--- src/design/ndwi_pkg.sv ---
// ----------------------------------------------------------------------------
// ndwi_pkg
// shared constants, register indexes and the sideband type of the ndwi pipe
// ----------------------------------------------------------------------------
package ndwi_pkg;

	localparam int SAMPLE_BITS_DEF = 16;
	localparam int FIELD_BITS      = 16;
	localparam int Q_FRAC          = 15;
	localparam int QUOT_BITS       = 16;
	localparam int CFG_IDX_BITS    = 2;
	localparam int CFG_DATA_BITS   = 16;
	localparam int OFFSET_BITS     = 15;

	localparam logic [CFG_IDX_BITS-1:0] REG_WATER_THR = 2'd0;
	localparam logic [CFG_IDX_BITS-1:0] REG_VEG_THR   = 2'd1;
	localparam logic [CFG_IDX_BITS-1:0] REG_SEA_OFS   = 2'd2;

	localparam logic signed [15:0] WATER_THR_RST = 16'sd0;
	localparam logic signed [15:0] VEG_THR_RST   = -16'sd11469;
	localparam logic [OFFSET_BITS-1:0] SEA_OFS_RST = 15'd3277;

	localparam logic signed [15:0] Q15_MAX = 16'sh7fff;

	typedef struct packed {
		logic last;
		logic neg;
		logic zero;
		logic ndvi_hit;
	} tag_t;

endpackage

--- src/design/ndwi_water_index_pixel.sv ---
// ----------------------------------------------------------------------------
// ndwi_water_index_pixel
// per-pixel ndwi in q1.15 with ndvi-gated sea override, pipelined divider
//
//   channel  direction  handshake            payload
//   in       sink       in_valid / in_stall  green, nir, red samples, end_of_image
//   out      source     out_valid/out_stall  index_value, flags, last_pixel
//   cfg      sink       cfg_wr_en            cfg_index, cfg_data
//
// one pixel per cycle while not stalled: 2 front stages, one cell per
// quotient bit (16), one output register
// the whole pipe advances together; it holds while a result waits under out_stall
// reset clears valid bits and loads the register defaults
// ----------------------------------------------------------------------------
module ndwi_water_index_pixel #(
	parameter int SAMPLE_BITS = ndwi_pkg::SAMPLE_BITS_DEF
) (
	input  logic                                   clk,
	input  logic                                   arst_n,
	input  logic                                   in_valid,
	output logic                                   in_stall,
	input  logic [ndwi_pkg::FIELD_BITS-1:0]        green_sample,
	input  logic [ndwi_pkg::FIELD_BITS-1:0]        nir_sample,
	input  logic [ndwi_pkg::FIELD_BITS-1:0]        red_sample,
	input  logic                                   end_of_image,
	output logic                                   out_valid,
	input  logic                                   out_stall,
	output logic signed [15:0]                     index_value,
	output logic                                   sea_flag,
	output logic                                   zero_sum_flag,
	output logic                                   last_pixel,
	input  logic                                   cfg_wr_en,
	input  logic [ndwi_pkg::CFG_IDX_BITS-1:0]      cfg_index,
	input  logic [ndwi_pkg::CFG_DATA_BITS-1:0]     cfg_data
);

	localparam int SB = SAMPLE_BITS;
	localparam int QB = ndwi_pkg::QUOT_BITS;

	logic signed [15:0]                   water_thr_q, veg_thr_q;
	logic [ndwi_pkg::OFFSET_BITS-1:0]     sea_ofs_q;
	logic                                 en;

	logic                 chain_valid [0:QB];
	logic [SB+1:0]        chain_rem   [0:QB];
	logic [SB:0]          chain_den   [0:QB];
	logic [QB-1:0]        chain_quot  [0:QB];
	ndwi_pkg::tag_t       chain_tag   [0:QB];
	logic [SB-1:0]        front_mag;

	always_ff @(posedge clk or negedge arst_n) begin
		if (!arst_n) begin
			water_thr_q <= ndwi_pkg::WATER_THR_RST;
			veg_thr_q   <= ndwi_pkg::VEG_THR_RST;
			sea_ofs_q   <= ndwi_pkg::SEA_OFS_RST;
		end else if (cfg_wr_en) begin
			case (cfg_index)
				ndwi_pkg::REG_WATER_THR: water_thr_q <= cfg_data;
				ndwi_pkg::REG_VEG_THR:   veg_thr_q   <= cfg_data;
				ndwi_pkg::REG_SEA_OFS:   sea_ofs_q   <= cfg_data[ndwi_pkg::OFFSET_BITS-1:0];
				default: ;
			endcase
		end
	end

	assign en       = !(out_valid && out_stall);
	assign in_stall = !en;

	ndwi_front #(.SAMPLE_BITS(SB)) u_front (
		.clk          (clk),
		.arst_n       (arst_n),
		.en           (en),
		.up_valid     (in_valid),
		.green_sample (green_sample),
		.nir_sample   (nir_sample),
		.red_sample   (red_sample),
		.end_of_image (end_of_image),
		.veg_thr      (veg_thr_q),
		.dn_valid     (chain_valid[0]),
		.dn_den       (chain_den[0]),
		.dn_mag       (front_mag),
		.dn_tag       (chain_tag[0])
	);

	assign chain_rem[0]  = {2'b00, front_mag};
	assign chain_quot[0] = '0;

	for (genvar i = 0; i < QB; i++) begin : g_cell
		ndwi_cell #(.SAMPLE_BITS(SB)) u_cell (
			.clk      (clk),
			.arst_n   (arst_n),
			.en       (en),
			.up_valid (chain_valid[i]),
			.up_rem   (chain_rem[i]),
			.up_den   (chain_den[i]),
			.up_quot  (chain_quot[i]),
			.up_tag   (chain_tag[i]),
			.dn_valid (chain_valid[i+1]),
			.dn_rem   (chain_rem[i+1]),
			.dn_den   (chain_den[i+1]),
			.dn_quot  (chain_quot[i+1]),
			.dn_tag   (chain_tag[i+1])
		);
	end

	ndwi_back u_back (
		.clk           (clk),
		.arst_n        (arst_n),
		.en            (en),
		.up_valid      (chain_valid[QB]),
		.up_quot       (chain_quot[QB]),
		.up_tag        (chain_tag[QB]),
		.water_thr     (water_thr_q),
		.sea_ofs       (sea_ofs_q),
		.dn_valid      (out_valid),
		.index_value   (index_value),
		.sea_flag      (sea_flag),
		.zero_sum_flag (zero_sum_flag),
		.last_pixel    (last_pixel)
	);

`ifndef SYNTHESIS
	a_zero_sum: assert property (@(posedge clk) disable iff (!arst_n)
		out_valid && zero_sum_flag |-> index_value == '0 && !sea_flag)
		else $error("zero sum result not cleared");

	a_sea_floor: assert property (@(posedge clk) disable iff (!arst_n)
		out_valid && sea_flag |-> index_value >= water_thr_q)
		else $error("sea value below water threshold");

	a_sea_last_remainder: assert property (@(posedge clk) disable iff (!arst_n)
		chain_valid[QB] && !chain_tag[QB].zero |-> chain_rem[QB] < {chain_den[QB], 1'b0})
		else $error("divider remainder out of range");
`endif

endmodule

--- src/design/ndwi_front.sv ---
// ----------------------------------------------------------------------------
// ndwi_front
// two input stages: sums, difference magnitude and the ndvi cross compare
// ----------------------------------------------------------------------------
module ndwi_front #(
	parameter int SAMPLE_BITS = ndwi_pkg::SAMPLE_BITS_DEF
) (
	input  logic                                clk,
	input  logic                                arst_n,
	input  logic                                en,
	input  logic                                up_valid,
	input  logic [ndwi_pkg::FIELD_BITS-1:0]     green_sample,
	input  logic [ndwi_pkg::FIELD_BITS-1:0]     nir_sample,
	input  logic [ndwi_pkg::FIELD_BITS-1:0]     red_sample,
	input  logic                                end_of_image,
	input  logic signed [15:0]                  veg_thr,
	output logic                                dn_valid,
	output logic [SAMPLE_BITS:0]                dn_den,
	output logic [SAMPLE_BITS-1:0]              dn_mag,
	output ndwi_pkg::tag_t                      dn_tag
);

	localparam int SB = SAMPLE_BITS;
	localparam int PW = SB + 18;

	logic [SB-1:0]          g, n, r;
	logic [SB:0]            den_c, vsum_c;
	logic                   neg_c;
	logic [SB-1:0]          mag_c;
	logic signed [SB:0]     vdiff_c;
	logic signed [PW-1:0]   lhs_c, prod_c;

	logic                   valid_s1;
	logic [SB:0]            den_s1;
	logic [SB-1:0]          mag_s1;
	logic                   neg_s1, zero_s1, last_s1, vzero_s1;
	logic signed [PW-1:0]   lhs_s1, prod_s1;

	logic                   valid_s2;
	logic [SB:0]            den_s2;
	logic [SB-1:0]          mag_s2;
	ndwi_pkg::tag_t         tag_s2;

	assign g = green_sample[SB-1:0];
	assign n = nir_sample[SB-1:0];
	assign r = red_sample[SB-1:0];

	assign den_c   = {1'b0, g} + {1'b0, n};
	assign vsum_c  = {1'b0, n} + {1'b0, r};
	assign neg_c   = n > g;
	assign mag_c   = neg_c ? (n - g) : (g - n);
	assign vdiff_c = $signed({1'b0, n}) - $signed({1'b0, r});
	assign lhs_c   = PW'(vdiff_c) <<< ndwi_pkg::Q_FRAC;
	assign prod_c  = PW'(veg_thr) * PW'($signed({1'b0, vsum_c}));

	always_ff @(posedge clk or negedge arst_n) begin
		if (!arst_n) begin
			valid_s1 <= 1'b0;
			valid_s2 <= 1'b0;
		end else if (en) begin
			valid_s1 <= up_valid;
			valid_s2 <= valid_s1;
		end
	end

	always_ff @(posedge clk) begin
		if (en) begin
			den_s1   <= den_c;
			mag_s1   <= mag_c;
			neg_s1   <= neg_c;
			zero_s1  <= den_c == '0;
			last_s1  <= end_of_image;
			vzero_s1 <= vsum_c == '0;
			lhs_s1   <= lhs_c;
			prod_s1  <= prod_c;

			den_s2          <= den_s1;
			mag_s2          <= mag_s1;
			tag_s2.last     <= last_s1;
			tag_s2.neg      <= neg_s1;
			tag_s2.zero     <= zero_s1;
			tag_s2.ndvi_hit <= !vzero_s1 && (lhs_s1 < prod_s1);
		end
	end

	assign dn_valid = valid_s2;
	assign dn_den   = den_s2;
	assign dn_mag   = mag_s2;
	assign dn_tag   = tag_s2;

endmodule

--- src/design/ndwi_cell.sv ---
// ----------------------------------------------------------------------------
// ndwi_cell
// one restoring division step: resolves one quotient bit per cell
// ----------------------------------------------------------------------------
module ndwi_cell #(
	parameter int SAMPLE_BITS = ndwi_pkg::SAMPLE_BITS_DEF
) (
	input  logic                                clk,
	input  logic                                arst_n,
	input  logic                                en,
	input  logic                                up_valid,
	input  logic [SAMPLE_BITS+1:0]              up_rem,
	input  logic [SAMPLE_BITS:0]                up_den,
	input  logic [ndwi_pkg::QUOT_BITS-1:0]      up_quot,
	input  ndwi_pkg::tag_t                      up_tag,
	output logic                                dn_valid,
	output logic [SAMPLE_BITS+1:0]              dn_rem,
	output logic [SAMPLE_BITS:0]                dn_den,
	output logic [ndwi_pkg::QUOT_BITS-1:0]      dn_quot,
	output ndwi_pkg::tag_t                      dn_tag
);

	localparam int SB = SAMPLE_BITS;
	localparam int QB = ndwi_pkg::QUOT_BITS;

	logic              ge_c;
	logic [SB+1:0]     diff_c, next_c;

	logic              valid_q;
	logic [SB+1:0]     rem_q;
	logic [SB:0]       den_q;
	logic [QB-1:0]     quot_q;
	ndwi_pkg::tag_t    tag_q;

	assign ge_c   = up_rem >= {1'b0, up_den};
	assign diff_c = up_rem - {1'b0, up_den};
	assign next_c = ge_c ? diff_c : up_rem;

	always_ff @(posedge clk or negedge arst_n) begin
		if (!arst_n) begin
			valid_q <= 1'b0;
		end else if (en) begin
			valid_q <= up_valid;
		end
	end

	always_ff @(posedge clk) begin
		if (en) begin
			rem_q  <= {next_c[SB:0], 1'b0};
			den_q  <= up_den;
			quot_q <= {up_quot[QB-2:0], ge_c};
			tag_q  <= up_tag;
		end
	end

	assign dn_valid = valid_q;
	assign dn_rem   = rem_q;
	assign dn_den   = den_q;
	assign dn_quot  = quot_q;
	assign dn_tag   = tag_q;

endmodule

--- src/design/ndwi_back.sv ---
// ----------------------------------------------------------------------------
// ndwi_back
// sign and saturation of the quotient, sea override, output register
// ----------------------------------------------------------------------------
module ndwi_back (
	input  logic                                  clk,
	input  logic                                  arst_n,
	input  logic                                  en,
	input  logic                                  up_valid,
	input  logic [ndwi_pkg::QUOT_BITS-1:0]        up_quot,
	input  ndwi_pkg::tag_t                        up_tag,
	input  logic signed [15:0]                    water_thr,
	input  logic [ndwi_pkg::OFFSET_BITS-1:0]      sea_ofs,
	output logic                                  dn_valid,
	output logic signed [15:0]                    index_value,
	output logic                                  sea_flag,
	output logic                                  zero_sum_flag,
	output logic                                  last_pixel
);

	localparam int QB = ndwi_pkg::QUOT_BITS;

	logic signed [QB:0]   qext_c, sval_c;
	logic signed [15:0]   ndwi_c, forced_sat_c, index_c;
	logic signed [16:0]   forced_c;
	logic                 sea_c;

	logic                 valid_q;
	logic signed [15:0]   index_q;
	logic                 sea_q, zero_q, last_q;

	assign qext_c = $signed({1'b0, up_quot});
	assign sval_c = up_tag.neg ? -qext_c : qext_c;
	// only a positive full-scale quotient overflows
	assign ndwi_c = (!up_tag.neg && up_quot[QB-1]) ? ndwi_pkg::Q15_MAX : sval_c[15:0];

	assign forced_c     = 17'(water_thr) + $signed({2'b00, sea_ofs});
	assign forced_sat_c = (!forced_c[16] && forced_c[15]) ? ndwi_pkg::Q15_MAX
							: forced_c[15:0];

	assign sea_c = !up_tag.zero && up_tag.ndvi_hit && (ndwi_c > water_thr);

	always_comb begin
		index_c = ndwi_c;
		if (up_tag.zero) begin
			index_c = '0;
		end else if (sea_c) begin
			index_c = forced_sat_c;
		end
	end

	always_ff @(posedge clk or negedge arst_n) begin
		if (!arst_n) begin
			valid_q <= 1'b0;
		end else if (en) begin
			valid_q <= up_valid;
		end
	end

	always_ff @(posedge clk) begin
		if (en) begin
			index_q <= index_c;
			sea_q   <= sea_c;
			zero_q  <= up_tag.zero;
			last_q  <= up_tag.last;
		end
	end

	assign dn_valid      = valid_q;
	assign index_value   = index_q;
	assign sea_flag      = sea_q;
	assign zero_sum_flag = zero_q;
	assign last_pixel    = last_q;

endmodule
--- config.mk ---
export PLATFORM = sky130hd
export DESIGN_NAME = ndwi_water_index_pixel
export DESIGN_NICKNAME = d
export VERILOG_FILES = /design/src/design/ndwi_pkg.sv /design/src/design/ndwi_water_index_pixel.sv /design/src/design/ndwi_front.sv /design/src/design/ndwi_cell.sv /design/src/design/ndwi_back.sv
export SDC_FILE = /design/constraint.sdc
export NUM_CORES = 2
export LEC_CHECK = 0
export BUFFER_PORTS_ARGS = -buffer_cell sky130_fd_sc_hd__buf_2
export CORE_UTILIZATION = 60
export DETAILED_ROUTE_END_ITERATION = 16
export PLACE_DENSITY = 0.76
export RECOVER_POWER = 50
export REMOVE_ABC_BUFFERS = 1
export SYNTH_ARGS = -nofsm -noshare
export SYNTH_HDL_FRONTEND = slang
export SYNTH_SLANG_ARGS = --single-unit
--- constraint.sdc ---
create_clock -name clk -period 30.2 [get_ports clk]
set_input_delay 1.51 -clock clk [delete_from_list [all_inputs] [get_ports clk]]
set_output_delay 1.51 -clock clk [all_outputs]
set_load 0.02 [all_outputs]
==> out/results.txt <==
For the top achievable clock speed, the log shows 86.1 MHz. The filler cell count in the final layout was 7166; the I/O pin count was 93. Input and output buffers added on the ports amount to 92. Entering global routing, the biggest net connects 205 pins.

The logs give 38500 for the via count of the first global-routing pass and 3 for the largest buffer count on any clock path. The cell type with the highest aggregate area in the netlist is edfxtp_1. Transition time of the tightest slew-check pin: 10000 ps.

For the worst-skew pair, the clock arrives at the later sink with an insertion delay of 670 ps. The top cell type by area accounts for 43.2% of the synthesized area. The number of vias per cell after detailed routing came out at 5.74. Averaged over all synthesized cells, the footprint is 11.4 sq um. For the worst setup path, the data required time is 30460 ps. Across all hold checks on the routed design, the worst slack comes to 403 ps. After detailed routing, the number of remaining DRC violations is 0. During synthesis, Yosys emitted a total of 0 warnings. Of the cells placed in the final design, the portion with a size suffix greater than 1 is 10.4%.

TritonCTS created 94 clock buffers. The half-perimeter wire length after placement is 88700 um, and the highest net fanout along the worst path is 204. The initial antenna violation count is 4, and the number of DRC markers after the initial detailed-route iteration is 2397.

Counting instances in the post-synthesis netlist gives the leading cell types as edfxtp_1, inv_1, ha_1, nand2_1, nor2_1. The final clock period utilization by the worst path is 38.4%, and the routed length per placed instance is 18.0 um. The total wire length after detailed routing came out at 120000 um. STA classifies the critical path endpoint as a flop. The hold buffer count at CTS was 0.

Adding up every negative setup slack in the final design gives 0 ps. Slowest cell on the critical path: clkbuf_1. For the portion of the post-synthesis area used by sequential elements, the log shows 46.0%. The floorplan has 114 rows. The total global routing track utilization came out at 24.2%. For the placer's final routability congestion estimate, the log shows 0.919. For the total number of vias, the log shows 38200. The worst setup path is launched from a primary input.

The number of clock sinks was 918; the cell area after synthesis was 59200 sq um. The shortest clock period the worst path allows after layout is 11610 ps, and the combined buffer and inverter count along the critical path is 3. Setup repair after global routing left no endpoint under its margin.

In this run, synthesis produced a sequential element count of 918. The first global-routing pass estimated 194000 um of wire. TritonCTS built the clock tree. After floorplanning, the core was sized to cover 97100 sq um. Compared with the post-synthesis result, the final layout area differs by 8.25%. The worst path arrival time was 11870 ps; the biggest cell delay along the critical path was 7090 ps. The fraction of synthesis flops using an asynchronous set or reset pin is 7.19%, and the die extent in y is 316 um.

Once the clock tree was built, the resizer swapped 0 gates to a different size. The checks that failed: max-capacitance violations, max-slew violations. Before antenna repair, the detailed router went through 5 iterations. The kind of cell with the highest combined delay along the critical path is buffers and inverters. The tree is rooted in a clkbuf_16. The tools report the final-report setup violation count as 0. By startpoint and endpoint, the worst setup path is classified as in2reg.

The logs give 6135 for the number of nets at the end of the flow and 99900 sq um for the area enclosed by the die boundary. The CTS clock-pin slew for the worst setup and hold paths is 60 ps, and the depth of the CTS H-tree is 3. After synthesis, the cell types taking the most area are edfxtp_1, ha_1, fa_1, inv_1, mux2_2. After technology mapping, the gate count stands at 5200. In this run the worst hold path is classified as reg2reg.

Global routing finished with a remaining overflow of 0. The floorplan step set the die width to 316 um. In this run the post-CTS setup repair buffer count came out at 0. The count of nets left with antenna violations once routing finished came out at 0. For this run, the leading register cell type out of synthesis is edfxtp_1. Walking the worst path, the cells encountered are buf_2, nand2_1, clkbuf_1, buf_4. The run gives 101 as the number of different library cells in the post-synthesis netlist.

Across the run, the number of max-cap violations was 6. Count of final hold-check violations: 0. The number of slew-limit violations in the final report was 506. The run finished, with violations left.

For the final database, setup skew stands at 23.4 ps. For the effective utilization at floorplan, the log shows 60.9%. By instance count, the leading cell after synthesis is edfxtp_1. For the worst slew margin relative to its limit, the log shows -567%. The number of flops mapped to enable cells by yosys is 852.
## worst reg2reg max path, stage by stage (launching register included)
cell      delay [ps]
dfrtp_1          370
nand2_1         1410
clkbuf_1        7130
buf_4           1630
## final cells by class
type / count / area (sq um) / area share [%]
Antenna cell: 2 / 5.00 / 0.00781
Inverter: 768 / 2890 / 4.51
Sequential cell: 918 / 27300 / 42.5
Tap cell: 1276 / 1600 / 2.49
Clock buffer: 123 / 2590 / 4.04
Timing Repair Buffer: 127 / 661 / 1.03
Multi-Input combinational cell: 3402 / 28600 / 44.6
Clock inverter: 49 / 475 / 0.742
## metrics by stage
stage | setup slack (ps) | instance area, sq um | util [%] | std cells
floorplan | 5760 | 58700 | - | 5088
global placement | 20160 | 61100 | 62.9 | 6491
detailed placement | 19990 | 61100 | 62.9 | 6491
CTS | 20580 | 64200 | 66.0 | 6663
global route | 17480 | 64100 | 66.0 | 6663
finish | 18590 | 64100 | 66.0 | 6665
## registers in the layout (all words and copies together), names as in the netlist, 16 cells and up, named ones only
register                flops
veg_thr_q                  16
g_cell.u_cell.dn_rem      254
u_front.mag_s1             16
g_cell.u_cell.dn_tag       64
g_cell.u_cell.dn_den      255
u_front.dn_den             16
u_front.dn_mag             16
u_front.prod_s1            34
water_thr_q                16
g_cell.u_cell.dn_valid     16
u_front.den_s1             16
u_back.index_value         16
u_front.lhs_s1             17
g_cell.u_cell.dn_quot     136
## cells in the final DEF (no fill, tap or decap), drive strengths merged, types with 15 or more instances in the layout
master  Yosys  routed
o21a       48      48
nand4      52      52
xor2       65      65
edfxtp    852     852
nor2      263     263
o41ai      15      15
o31ai      19      19
ha        523     523
a31oi      30      30
a221oi     19      19
and3       31      31
clkbuf     79     157
o21ai     169     169
a21oi     260     260
nor2b     102     102
nor4       23      23
o21bai     38      38
a21o      109     109
clkinv      1      34
nor3      115     115
dfstp      16      16
a211oi     28      28
xnor2     197     197
or2        25      25
or3        27      27
nand3      62      62
nand2     303     303
o22a       15      15
mux2      239     239
o211ai     24      24
a21boi     15      15
and2      113     113
dfrtp      50      50
fa        229     229
inv       767     771
mux2i      28      28
buf        33      93
nand2b     43      43
## worst paths after layout
check / start / endpoint / slack, ps / depth (start not counted)
setup / recovery: out_stall / u_front.dn_den[6] / 18590 / 4
max in group asynchronous: arst_n / water_thr_q[0] / 26070 / 2
setup reg to reg: u_back.dn_valid / u_front.dn_den[6] / 19170 / 3
hold reg to reg: u_front.den_s1[8] / u_front.dn_den[8] / 400 / 0
min in group asynchronous: arst_n / u_back.dn_valid / 2140 / 2
hold / removal: u_front.den_s1[8] / u_front.dn_den[8] / 400 / 0
## kinds of logic (layout without fill, tap and decap cells)
| group | count (synthesis) | in the layout | synth area share [%] |
|---|---|---|---|
| AO/OA/AOI/OAI | 915 | 915 | 10.4 |
| flip-flops | 918 | 918 | 46.0 |
| other | 1 | 3 | 0.00634 |
| multiplexers | 267 | 267 | 5.03 |
| XOR/XNOR | 262 | 262 | 3.88 |
| adder cells (fa/ha/maj) | 752 | 752 | 18.8 |
| AND/OR/NAND/NOR | 1205 | 1205 | 10.1 |
| buffers and inverters | 880 | 1067 | 5.67 |
## metal layers
layer  track usage [%]  vias up  share of wire [%]
met3              3.40      250                3.8
met4              8.48        6                3.2
met5                 0        -              0.034
met1              29.6    18700                 41
li1                  -    18500                  -
met2              43.7      784                 52
Power is not shown: default switching activity piles up to over one toggle a cycle in this logic, so the estimate is an artifact.
